==> config.mk <==
export PLATFORM = sky130hd
export DESIGN_NAME = json_string_escaper
export DESIGN_NICKNAME = d
export VERILOG_FILES = /design/src/rtl/jse_pkg.sv /design/src/rtl/jse_front.sv /design/src/rtl/jse_queue.sv /design/src/rtl/jse_back.sv /design/src/rtl/json_string_escaper.sv
export SDC_FILE = /design/constraint.sdc
export NUM_CORES = 1
export LEC_CHECK = 0
export BUFFER_PORTS_ARGS = -buffer_cell sky130_fd_sc_hd__buf_2
export CORE_ASPECT_RATIO = 1.4
export CORE_MARGIN = 2
export CORE_UTILIZATION = 53
export CTS_BUF_LIST = sky130_fd_sc_hd__clkbuf_8
export CTS_CLUSTER_DIAMETER = 50
export DETAILED_ROUTE_END_ITERATION = 10
export GPL_ROUTABILITY_DRIVEN = 0
export PLACE_DENSITY = 0.79
export SLEW_MARGIN = 10
export SYNTH_ARGS = -nofsm -noshare
export SYNTH_HDL_FRONTEND = slang
export SYNTH_HIERARCHICAL = 1
export SYNTH_SLANG_ARGS = --single-unit
==> constraint.sdc <==
create_clock -name clk -period 5.3 [get_ports clk]
set_clock_uncertainty 0.2 [all_clocks]
set_input_delay 1.06 -clock clk [delete_from_list [all_inputs] [get_ports clk]]
set_output_delay 1.06 -clock clk [all_outputs]
set_load 0.05 [all_outputs]
==> src/rtl/jse_pkg.sv <==
package jse_pkg;

  localparam int unsigned ByteW  = 8;
  localparam int unsigned CountW = 16;
  localparam int unsigned QDepth = 4;
  localparam int unsigned QPtrW  = $clog2(QDepth);
  localparam int unsigned QCntW  = $clog2(QDepth + 1);
  localparam int unsigned IdxW   = 3;

  localparam logic [CountW-1:0] CapReset = 16'd256;

  localparam logic [ByteW-1:0] ChNul   = 8'h00;
  localparam logic [ByteW-1:0] ChTab   = 8'h09;
  localparam logic [ByteW-1:0] ChLf    = 8'h0a;
  localparam logic [ByteW-1:0] ChCr    = 8'h0d;
  localparam logic [ByteW-1:0] ChSpace = 8'h20;
  localparam logic [ByteW-1:0] ChQuote = 8'h22;
  localparam logic [ByteW-1:0] ChBslash = 8'h5c;
  localparam logic [ByteW-1:0] ChZero  = 8'h30;
  localparam logic [ByteW-1:0] ChLowA  = 8'h61;
  localparam logic [ByteW-1:0] ChLowN  = 8'h6e;
  localparam logic [ByteW-1:0] ChLowR  = 8'h72;
  localparam logic [ByteW-1:0] ChLowT  = 8'h74;
  localparam logic [ByteW-1:0] ChLowU  = 8'h75;

  // Register indexes
  localparam logic RegOutCapacity = 1'b0;

  // What the back end has to emit for one queued item
  typedef enum logic [1:0] {
    KIND_TERM  = 2'd0,  // zero terminator, marked last
    KIND_PLAIN = 2'd1,  // byte as is
    KIND_ESC2  = 2'd2,  // backslash, then byte
    KIND_UNI   = 2'd3   // backslash u 0 0 hex hex
  } jse_kind_t;

  typedef struct packed {
    jse_kind_t        kind;
    logic [ByteW-1:0] data;
  } jse_entry_t;

  function automatic logic [IdxW-1:0] kind_len(input jse_kind_t kind);
    logic [IdxW-1:0] len;
    case (kind)
      KIND_ESC2: len = 3'd2;
      KIND_UNI:  len = 3'd6;
      default:   len = 3'd1;
    endcase
    return len;
  endfunction

  function automatic logic [ByteW-1:0] hex_char(input logic [3:0] v);
    logic [ByteW-1:0] ch;
    if (v < 4'd10) begin
      ch = ChZero + {4'b0, v};
    end else begin
      ch = ChLowA + {4'b0, v - 4'd10};
    end
    return ch;
  endfunction

endpackage

==> src/rtl/jse_front.sv <==
module jse_front
  import jse_pkg::*;
(
  input  logic              clk,
  input  logic              rst,
  input  logic [CountW-1:0] out_capacity,
  input  logic              in_valid,
  output logic              in_ready,
  input  logic [ByteW-1:0]  in_byte,
  output logic              push,
  output jse_entry_t        push_entry,
  input  logic              queue_full
);

  logic [CountW-1:0] emitted_count;
  logic              stopped;

  logic              accept;
  logic              is_ctl;
  logic [CountW:0]   need_sum;
  logic              fits;
  logic [IdxW-1:0]   n_out;

  assign in_ready = !queue_full;
  assign accept   = in_valid && in_ready;

  // control bytes other than tab, newline and carriage return need \u00xx
  assign is_ctl = (in_byte < ChSpace) && (in_byte != ChLf) && (in_byte != ChCr)
                  && (in_byte != ChTab);

  assign need_sum = {1'b0, emitted_count} + (is_ctl ? 17'd6 : 17'd2);
  assign fits     = need_sum < {1'b0, out_capacity};

  always_comb begin
    push_entry.data = in_byte;
    if (in_byte == ChNul) begin
      push_entry.kind = KIND_TERM;
    end else if (in_byte == ChQuote || in_byte == ChBslash) begin
      push_entry.kind = KIND_ESC2;
    end else if (in_byte == ChLf) begin
      push_entry.kind = KIND_ESC2;
      push_entry.data = ChLowN;
    end else if (in_byte == ChCr) begin
      push_entry.kind = KIND_ESC2;
      push_entry.data = ChLowR;
    end else if (in_byte == ChTab) begin
      push_entry.kind = KIND_ESC2;
      push_entry.data = ChLowT;
    end else if (is_ctl) begin
      push_entry.kind = KIND_UNI;
    end else begin
      push_entry.kind = KIND_PLAIN;
    end
  end

  assign n_out = kind_len(push_entry.kind);
  assign push  = accept && ((in_byte == ChNul) || (!stopped && fits));

  always_ff @(posedge clk) begin
    if (rst) begin
      emitted_count <= '0;
      stopped       <= 1'b0;
    end else if (accept) begin
      if (in_byte == ChNul) begin
        emitted_count <= '0;
        stopped       <= 1'b0;
      end else if (!stopped) begin
        if (fits) begin
          emitted_count <= emitted_count + {{(CountW-IdxW){1'b0}}, n_out};
        end else begin
          stopped <= 1'b1;
        end
      end
    end
  end

endmodule

==> src/rtl/jse_queue.sv <==
module jse_queue
  import jse_pkg::*;
(
  input  logic       clk,
  input  logic       rst,
  input  logic       push,
  input  jse_entry_t din,
  input  logic       pop,
  output jse_entry_t dout,
  output logic       full,
  output logic       empty
);

  jse_entry_t       slots [QDepth];
  logic [QPtrW-1:0] wptr;
  logic [QPtrW-1:0] rptr;
  logic [QCntW-1:0] count;

  assign full  = count == QCntW'(QDepth);
  assign empty = count == '0;
  assign dout  = slots[rptr];

  always_ff @(posedge clk) begin
    if (push) begin
      slots[wptr] <= din;
    end
  end

  always_ff @(posedge clk) begin
    if (rst) begin
      wptr  <= '0;
      rptr  <= '0;
      count <= '0;
    end else begin
      if (push) begin
        wptr <= wptr + 1'b1;
      end
      if (pop) begin
        rptr <= rptr + 1'b1;
      end
      if (push && !pop) begin
        count <= count + 1'b1;
      end else if (pop && !push) begin
        count <= count - 1'b1;
      end
    end
  end

endmodule

==> src/rtl/jse_back.sv <==
module jse_back
  import jse_pkg::*;
(
  input  logic             clk,
  input  logic             rst,
  input  jse_entry_t       head,
  input  logic             head_valid,
  output logic             pop,
  output logic             out_valid,
  input  logic             out_ready,
  output logic [ByteW-1:0] out_byte,
  output logic             out_last
);

  logic [IdxW-1:0]  idx;
  logic             load;
  logic             at_end;
  logic [ByteW-1:0] sel_byte;

  assign load   = head_valid && (!out_valid || out_ready);
  assign at_end = idx == kind_len(head.kind) - 3'd1;
  assign pop    = load && at_end;

  always_comb begin
    case (head.kind)
      KIND_TERM:  sel_byte = ChNul;
      KIND_PLAIN: sel_byte = head.data;
      KIND_ESC2:  sel_byte = (idx == 3'd0) ? ChBslash : head.data;
      KIND_UNI: begin
        case (idx)
          3'd0:    sel_byte = ChBslash;
          3'd1:    sel_byte = ChLowU;
          3'd4:    sel_byte = hex_char(head.data[7:4]);
          3'd5:    sel_byte = hex_char(head.data[3:0]);
          default: sel_byte = ChZero;
        endcase
      end
      default:    sel_byte = ChNul;
    endcase
  end

  always_ff @(posedge clk) begin
    if (rst) begin
      out_valid <= 1'b0;
      idx       <= '0;
    end else if (load) begin
      out_valid <= 1'b1;
      idx       <= at_end ? '0 : idx + 3'd1;
    end else if (out_ready) begin
      out_valid <= 1'b0;
    end
  end

  always_ff @(posedge clk) begin
    if (load) begin
      out_byte <= sel_byte;
      out_last <= head.kind == KIND_TERM;
    end
  end

endmodule

==> src/rtl/json_string_escaper.sv <==
// JSON string escaper. Bytes of a string enter on s_t* one per item; the
// escaped form leaves on m_t*, one byte per item. Quote and backslash get a
// backslash prefix, newline/return/tab become \n \r \t, other bytes below
// 0x20 become \u00xx (lower-case hex), everything else passes through. A
// zero byte emits a zero marked with m_tlast and starts a new string. The
// out_capacity register (address 0, reset 256) bounds the escaped length
// including the terminator; the first byte that does not fit, and every
// byte after it up to the zero, is dropped. Rate: the input takes one byte
// per cycle while the 4-entry queue between classifier and emitter has
// room; the emitter drives the single output register with one byte per
// cycle while m_tready is high, so an escape costs 2 or 6 output bytes and
// long runs of escapes throttle the input to the output rate. A byte goes
// through the queue, then the output register; dropped bytes emit nothing.
module json_string_escaper
  import jse_pkg::*;
(
  input  logic        clk,
  input  logic        rst,
  input  logic        psel,
  input  logic        penable,
  input  logic        pwrite,
  input  logic [2:0]  paddr,
  input  logic [31:0] pwdata,
  output logic [31:0] prdata,
  output logic        pready,
  input  logic        s_tvalid,
  output logic        s_tready,
  input  logic [7:0]  s_tdata,   // [7:0] in_byte
  output logic        m_tvalid,
  input  logic        m_tready,
  output logic [7:0]  m_tdata,   // [7:0] out_byte
  output logic        m_tlast
);

  logic [CountW-1:0] out_capacity;
  logic              push;
  logic              pop;
  logic              q_full;
  logic              q_empty;
  jse_entry_t        push_entry;
  jse_entry_t        head;

  assign pready = 1'b1;
  assign prdata = (paddr[2] == RegOutCapacity) ? {16'b0, out_capacity} : 32'b0;

  always_ff @(posedge clk) begin
    if (rst) begin
      out_capacity <= CapReset;
    end else if (psel && penable && pwrite && pready
                 && paddr[2] == RegOutCapacity) begin
      out_capacity <= pwdata[CountW-1:0];
    end
  end

  jse_front u_front (
    .clk          (clk),
    .rst          (rst),
    .out_capacity (out_capacity),
    .in_valid     (s_tvalid),
    .in_ready     (s_tready),
    .in_byte      (s_tdata),
    .push         (push),
    .push_entry   (push_entry),
    .queue_full   (q_full)
  );

  jse_queue u_queue (
    .clk   (clk),
    .rst   (rst),
    .push  (push),
    .din   (push_entry),
    .pop   (pop),
    .dout  (head),
    .full  (q_full),
    .empty (q_empty)
  );

  jse_back u_back (
    .clk        (clk),
    .rst        (rst),
    .head       (head),
    .head_valid (!q_empty),
    .pop        (pop),
    .out_valid  (m_tvalid),
    .out_ready  (m_tready),
    .out_byte   (m_tdata),
    .out_last   (m_tlast)
  );

endmodule

==> results.yml, run 1 <==
yosys:
  seq_area_frac_synth_pct: 41.23
  synth_flop_cell: "edfxtp_1"
  synth-edff-count: 49
  synthCells: 574
  ys_warn_count: 6
  ys_types: 68
  syn-cell-area_um2: 5802
  synth-seq-cells: 95
  avgSynthCellArea_um2: 10.11
  async_reset_ff_share_pct: 0
clock_network:
  clockBufferDepth: 2
  clk-insertion-delay-late_ns: 0.37
  cts_resized: 0
  cts_root_buffer: "clkbuf_8"
  post_cts_buffers: 0
  path_clk_slew_ns: 0.09
  cts_max_level: 3
  cts_num_sinks: 95
  cts_tree: "built"
  cts_buffers: 9
  hold_buffers: 0
global_route:
  gr-total-overflow: 0
  grt_pass1_vias: 4314
  track_usage_pct: 20.15
  antenna_found_initial: 0
  grt_pass1_wl_mm: 18.98
  grt_max_degree: 50
hold_path:
  hp-class: "reg -> reg"
  worstHoldEndpoint: "u_front/stopped"
  hold_path_depth: 1
  hp-start: "u_front/stopped"
power_and_ir_drop:
  leakagePower_nw: 2.584
  power.density_nw_per_um2: 360.7
  ir_drop_mv: 0.1382
worst_setup_path:
  path_max_fanout: 4
  regToRegSetupSlack_ns: 1.30
  crit_type: "in -> reg"
  cp-end-kind: "register"
  r2r_end: "u_queue/count[2]"
  r2r_cells: 17
  required_ns: 5.40
  critPathLaunchType: "input port"
  r2r_start: "u_front/emitted_count[3]"
  crit_arrival_ns: 5.15
placed_design:
  hpwl_mm: 8.843
  port_buffers: 58
drt:
  wl_mm: 11.58
  vias: 4379
  vias_per_cell: 5.607
  avgRoutedWirePerCell_um: 14.82
  drc: 0
  drt_first_iter_violations: 225
  firstDrtPassIters: 7
  antenna_left: 0
timing:
  setup_viol: 0
  min_period_over_period_pct: 95.23
  drv_slew: 0
  tightest_slew_ns: 0.9105
  totalNegativeSetupSlack_ns: 0
  whs_ns: 0.2820
  fmax_mhz: 198.1
  slew_headroom_pct: 39.26
  finalHoldViolCount: 0
  period_minus_slack_ns: 5.047
  rsz0062_at_grt: "false"
run_status:
  status: "finished clean"
finish:
  diodes: 0
  drive_gt1_share_pct: 18.91
  fin_nets: 721
  multi_input_area_um2: 3040
  layout.area.seq_um2: 2392
  layout_common_cells: "buf_2, edfxtp_1, dfxtp_1"
  layout_commonest_cell: "buf_2"
  syn_to_final_growth_pct: 10.03
  fin_util_pct: 59.36
  n_fill_cell: 897
floorplan:
  fp-row-count: 45
  die-area_um2: 11810
  initial_core_util_pct: 53.95
  core-area_um2: 10750
  die_w_um: 92.43
  ios: 94
  fp.dieH_um: 127.8
flow_run:
  cap_violations: 0
==> worst max-delay path: stages <==
cell     delay, ns
buf_2         0.10
or3_1         0.41
a21oi_2       0.18
nor2_1        0.09
ha_1          0.28
a21oi_1       0.09
nor2_1        0.28
nand2_1       0.11
xnor2_1       0.14
ha_1          0.31
a21oi_1       0.19
o21ai_0       0.10
a21oi_1       0.19
a21oi_1       0.15
nor2_2        0.14
a21o_1        0.13
ha_1          0.17
inv_1         0.05
fa_1          0.37
xor2_1        0.16
or3_1         0.31
a21oi_1       0.14
==> state kept, by name, indices dropped and copies added, names as in the netlist, named ones only <==
name                   count
u_queue/count              3
u_queue/slots             40
u_front/stopped            1
u_back/out_last            1
u_back/out_valid           1
u_front/emitted_count     16
out_capacity              16
u_queue/wptr               2
u_back/out_byte            8
u_back/idx                 3
u_queue/rptr               2
==> through the flow <==
stage                     instance area [um^2]  setup WS, ns  std cells  power [W]
after floorplan                           5864       0.01910        589   0.001657
after detailed placement                  6188       -0.1242        765   0.001840
after global routing                      6384       0.08898        781   0.002429
after global placement                    6188      -0.02405        765   0.001794
after CTS                                 6384        0.2667        781   0.002309
final                                     6384        0.2526        781   0.002303
==> cell type report <==
class                   count  area share (%)
multi-input cells         414           47.63
flip-flops and latches     95           37.48
repair buffers             78           6.899
well taps                 141           2.764
inverters                  37           2.176
clock buffers               9           1.940
clock inverters             7           1.117
==> worst max-delay path by stage <==
stage	from	to	slack, ns	cells past startpoint
floorplan	s_tdata[0]	u_queue/count[2]	0.02	22
global placement	s_tdata[2]	u_queue/count[2]	-0.02	22
detailed placement	s_tdata[2]	u_queue/count[2]	-0.12	22
CTS	s_tdata[2]	u_queue/count[2]	0.27	22
global route	s_tdata[2]	u_queue/count[2]	0.09	22
finish	s_tdata[2]	u_queue/count[2]	0.25	22
==> kinds of logic after synthesis <==
| family | count (synthesis) | share of synthesized area [%] |
|---|---|---|
| xor+xnor | 28 | 4.227 |
| simple gates | 202 | 19.24 |
| other cells | 2 | 0.1294 |
| fa+ha+maj | 36 | 8.152 |
| flops | 95 | 41.23 |
| compound gates | 94 | 11.04 |
| buf+inv | 80 | 7.440 |
| mux | 37 | 8.540 |
==> per-layer routing <==
layer  track usage [%]  wire length (um)  vias to the layer above
met5                 0                 0                        -
met4             11.68               450                        0
met3             3.586               442                       37
met2             39.33              6464                      136
met1             19.28              4220                     2084
li1                  -                 -                     2122
==> Yosys cell counts (5+ instances only) <==
library cell,n,area (um^2)
nor2b_1,16,100.1
o211ai_1,7,52.55
a21oi_1,26,130.1
edfxtp_1,49,1471
or4_1,5,37.54
o21ai_0,12,60.06
xnor2_1,15,131.4
nand2b_1,34,212.7
and3_1,7,43.79
and2_1,8,50.05
nor2_1,35,131.4
nand3_1,14,70.07
or3_1,6,37.54
buf_4,19,142.6
mux2i_1,27,270.3
ha_1,33,412.9
mux4_2,10,225.2
clkbuf_1,8,30.03
nor3_1,14,70.07
inv_1,37,138.9
xor2_1,13,113.9
buf_2,9,45.04
nand2_1,34,127.6
nand4_1,5,31.28
a21o_1,8,60.06
and2b_2,6,52.55
dfxtp_1,46,920.9
==> power breakdown <==
part / switching [W] / internal (W)
Sequential: 0.0000575 / 0.000900
Combinational: 0.000570 / 0.000303
Clock: 0.000254 / 0.000218
Note: power is estimated with default switching activity, not from simulation.
==> run 2: changes to the inputs <==
- ABC_AREA: not set -> 1
- CORE_UTILIZATION: 53 -> 54
==> run 2 against run 1 <==
Die area grew 4.0%; combinational power increased by 120%; sequential share of layout area fell by 2.5 points; first-iteration DRC count increased by 2.2%; global-route usage increased by 1.9 points; highest routed layer unchanged; total power rose by 52%; non-clock buffer count up 1; sequential power up 19%; worst hold slack worse by 0.018 ns; critical path type unchanged; clock power fell by 2%; setup slack better by 0.078 ns; core utilization is 1.7 points higher.
==> results.yml, run 2 <==
yosys:
  synth_top_area_share_pct: 23.89
  synth_area_leader_cell: "edfxtp_1"
  synthCells: 832
  synth_flop_cell: "edfxtp_1"
  netlist_top_cells_area: "edfxtp_1, dfxtp_1, nand2_1"
  seq_area_frac_synth_pct: 38.85
  yosysMostFrequentCell: "nand2_1"
  ys_warn_count: 6
  syn-cell-area_um2: 6158
  synthTopCellsByCount: "nand2_1, inv_1, nor2_1, nand3_1, edfxtp_1"
  synth-seq-cells: 95
  avgSynthCellArea_um2: 7.402
  ys_types: 43
  synth-edff-count: 49
  async_reset_ff_share_pct: 0
finish:
  layout_commonest_cell: "nand2_1"
  stdcell_count: 1048
  fin_util_pct: 61.01
  syn_to_final_growth_pct: 11.19
  largest_reg_flops: 40
  layout_common_cells: "nand2_1, inv_1, nor2_1"
  registers.top_by_ff_count: "u_queue/slots"
  diodes: 0
  fin_nets: 985
  n_fill_cell: 1031
  top_regs: "u_queue/slots: 40 flops, out_capacity: 16 flops, u_front/emitted_count: 16 flops"
  drive_gt1_share_pct: 16.92
placed_design:
  port_buffers: 58
  hpwl_mm: 9.642
  place_inst: 1032
  dp_worst_setup_slack_ns: -0.1644
clock_network:
  clockBufferDepth: 2
  cts_resized: 0
  hold_buffers: 0
  path_clk_slew_ns: 0.10
  cts_buffers: 9
  post_cts_buffers: 0
  cts_root_buffer: "clkbuf_8"
  clk-insertion-delay-late_ns: 0.38
  cts_tree: "built"
  cts_max_level: 3
  cts_num_sinks: 95
global_route:
  grt_pass1_vias: 4894
  antenna_found_initial: 0
  grt_max_degree: 34
  gr-total-overflow: 0
  grt_pass1_wl_mm: 21.37
  track_usage_pct: 22.05
drt:
  firstDrtPassIters: 5
  antenna_left: 0
  wl_mm: 12.82
  drt_first_iter_violations: 230
  vias_per_cell: 5.011
  vias: 5252
  drc: 0
  avgRoutedWirePerCell_um: 12.23
timing:
  setup_slack_ns: 0.3302
  period_minus_slack_ns: 4.970
  finalHoldViolCount: 0
  min_period_over_period_pct: 93.77
  setup_viol: 0
  tightest_slew_ns: 0.7313
  totalNegativeSetupSlack_ns: 0
  slew_headroom_pct: 51.18
  drv_slew: 0
  fmax_mhz: 201.2
  whs_ns: 0.2640
worst_setup_path:
  slowest_delay_ns: 0.44
  cp-end-kind: "register"
  crit_arrival_ns: 5.05
  path_max_fanout: 3
  critPathLaunchType: "input port"
  crit_type: "in -> reg"
  required_ns: 5.38
  worst_path_max_delay_cell: "fa_2"
floorplan:
  die_w_um: 94.26
  fp.dieH_um: 130.4
  ios: 94
  initial_core_util_pct: 54.87
  die-area_um2: 12290
  fp-row-count: 46
  core-area_um2: 11220
power_and_ir_drop:
  power.density_nw_per_um2: 512.2
  ir_drop_mv: 0.3226
  leakagePower_nw: 3.266
hold_path:
  hp-class: "reg -> reg"
run_status:
  status: "finished clean"
flow_run:
  cap_violations: 0
-- run 2: cell count changes in the layout (fill, tap and decap cells not counted), sizes merged, moves of 15 or more --
cell    delta
nor2b     -16
o21ai     +30
nor2     +102
mux2i     -27
nand2b    -34
xnor2     -15
nand2    +129
nand3     +57
inv      +115
-- run 2: per-layer routing --
layer	part of all wire, %	GRT usage (%)	up-vias
li1	-	-	2736
met1	38	22.29	2396
met2	56	44.03	98
met3	3.3	3.811	22
met4	2.1	8.355	0
met5	0	0	-
-- run 2: final timing paths --
| check | from | endpoint | slack [ns] | cells past startpoint |
|---|---|---|---|---|
| setup / recovery | s_tdata[7] | u_queue/count[1] | 0.33 | 34 |
| hold / removal | u_queue/rptr[1] | u_queue/rptr[1] | 0.26 | 1 |
| setup reg to reg | u_front/emitted_count[2] | u_queue/count[1] | 1.58 | 25 |
| hold reg to reg | u_queue/rptr[1] | u_queue/rptr[1] | 0.26 | 1 |
-- run 2: metrics by stage --
stage / power (W) / instance area [um^2]
finish: 0.003508 / 6848
global route: 0.003829 / 6848
CTS: 0.003511 / 6788
detailed placement: 0.003045 / 6601
global placement: 0.002978 / 6601
floorplan: 0.002668 / 6215
-- run 2: kinds of logic after synthesis --
logic type	count (synthesis)	synth area share, %
AO/OA/AOI/OAI	95	8.310
AND/OR/NAND/NOR	395	28.44
XOR/XNOR	17	2.418
other	2	0.1219
flip-flops	95	38.85
adder cells (fa/ha/maj)	36	7.680
buffers and inverters	192	14.18
-- run 2: worst max-delay path, delay by kind of cell --
kind	cells	cell delay, ns
adders and majority gates	4	1.18
and+or+nand+nor	21	1.84
buffers and inverters	6	0.49
xor gates and xnor gates	1	0.15
AOI/OAI and AO/OA	2	0.34
-- run 2: area by class of cell --
cell class	count	area [um^2]	area share [%]
inverters	154	581.8	8.496
flip-flops and latches	95	2392	34.94
multi-input cells	560	3009	43.94
well taps	144	180.2	2.631
clock buffers	9	123.9	1.809
clock inverters	7	62.56	0.9136
repair buffers	79	498.0	7.272
-- run 2: where the power goes --
part	switching, W	internal [W]
Combinational	0.00125	0.000652
Clock	0.000283	0.000180
Sequential	0.000153	0.000990
Total	0.00169	0.00182
==> run 3: changes to the inputs <==
- CORE_UTILIZATION: 54 -> 62
- PLACE_DENSITY: 0.79 -> 0.86
- clock period: 5.3 -> 6.35 ns (I/O delays scaled with it)
==> run 3 against run 2 <==
Sequential power decreased by 16%; via count decreased by 0.30%; sequential cell count unchanged; wire length decreased by 1.8%; combinational power decreased by 20%; critical endpoint is now u_queue/count[2]; largest power group unchanged.
==> results.yml, run 3 (synthesized netlist as in run 2, its figures left out) <==
clock_network:
  post_cts_buffers: 0
  cts_buffers: 9
  hold_buffers: 0
  path_clk_slew_ns: 0.10
  cts_num_sinks: 95
  clk-insertion-delay-late_ns: 0.37
  cts_root_buffer: "clkbuf_8"
  cts_max_level: 3
  clockBufferDepth: 2
  cts_tree: "built"
  cts_resized: 0
timing:
  finalHoldViolCount: 0
  setup_viol: 0
  tightest_slew_ns: 0.8802
  rsz0062_at_grt: "false"
  drv_slew: 0
  fmax_mhz: 176.9
  slew_headroom_pct: 40.96
  period_minus_slack_ns: 5.654
  totalNegativeSetupSlack_ns: 0
  min_period_over_period_pct: 89.04
worst_setup_path:
  crit_arrival_ns: 5.77
  path_max_fanout: 7
  crit_type: "in -> reg"
  cp-end-kind: "register"
  critPathLaunchType: "input port"
  slowest_delay_ns: 0.39
  worst_path_most_repeated_cell: "nand2_1"
  required_ns: 6.47
  worst_path_max_delay_cell: "fa_1"
finish:
  top_regs: "u_queue/slots: 40 flops, out_capacity: 16 flops, u_front/emitted_count: 16 flops"
  n_fill_cell: 856
  layout_commonest_cell: "nand2_1"
  largest_reg_flops: 40
  drive_gt1_share_pct: 13.56
  registers.top_by_ff_count: "u_queue/slots"
  syn_to_final_growth_pct: 7.172
  stdcell_count: 1020
  diodes: 0
  layout_common_cells: "nand2_1, inv_1, nor2_1"
  fin_nets: 966
global_route:
  grt_pass1_wl_mm: 20.99
  antenna_found_initial: 0
  gr-total-overflow: 0
  grt_pass1_vias: 4960
  grt_max_degree: 35
  track_usage_pct: 24.72
floorplan:
  ios: 94
  die-area_um2: 10760
  fp.dieH_um: 121.9
  core-area_um2: 9792
  fp-row-count: 43
  die_w_um: 88.23
  initial_core_util_pct: 62.89
power_and_ir_drop:
  power.density_nw_per_um2: 437.3
  leakagePower_nw: 3.161
  ir_drop_mv: 0.2588
flow_run:
  cap_violations: 0
drt:
  firstDrtPassIters: 5
  drc: 0
  drt_first_iter_violations: 301
  wl_mm: 12.58
  vias: 5236
  vias_per_cell: 5.133
  antenna_left: 0
  avgRoutedWirePerCell_um: 12.34
placed_design:
  place_inst: 1004
  port_buffers: 58
  hpwl_mm: 9.295
run_status:
  status: "finished clean"
hold_path:
  hp-class: "reg -> reg"
## run 3: critical path, delay by kind of cell
family                     cells  cell delay (ns)
AOI/OAI and AO/OA              2             0.28
xor gates and xnor gates       1             0.15
adders and majority gates      4             1.16
buffers and inverters          6             0.56
and+or+nand+nor               23             2.31
## run 3: power by group
group          internal (W)  switching (W)
logic              0.000493        0.00103
clock network      0.000187       0.000227
registers          0.000826       0.000127
## run 3: worst paths after layout
kind / start / endpoint / slack, ns / depth (start not counted)
setup / recovery: s_tdata[7] / u_queue/count[2] / 0.70 / 36
hold / removal: u_queue/rptr[1] / u_queue/rptr[1] / 0.28 / 1
setup reg to reg: u_front/emitted_count[2] / u_queue/count[2] / 2.32 / 27
hold reg to reg: u_queue/rptr[1] / u_queue/rptr[1] / 0.28 / 1
## run 3: final cells by class
type / count / area (um^2) / area share [%]
Clock buffer: 9 / 123.9 / 1.877
Clock inverter: 7 / 78.83 / 1.194
Inverter: 154 / 581.8 / 8.815
Multi-Input combinational cell: 560 / 2949 / 44.68
Sequential cell: 95 / 2392 / 36.25
Tap cell: 135 / 168.9 / 2.559
Timing Repair Buffer: 60 / 305.3 / 4.626
## run 3: routing by layer
layer	global-route usage [%]	vias to the layer above	wire length, um
met5	0	-	0
met4	11.55	0	438
met3	3.252	36	476
met2	47.51	124	6935
met1	25.60	2385	4731
li1	-	2691	-
## run 3: metrics by stage
stage	hold slack (ns)	cell area (um^2)	total power, W	util [%]	setup WS (ns)
after floorplan	0.2115	6215	0.002227	-	0.9960
after global placement	0.2251	6397	0.002424	65.33	0.4783
after detailed placement	0.2550	6397	0.002473	65.33	0.3382
after CTS	0.2774	6600	0.002890	67.40	0.7110
after global routing	0.3003	6600	0.003141	67.40	0.2217
final	0.2848	6600	0.002886	67.40	0.6957
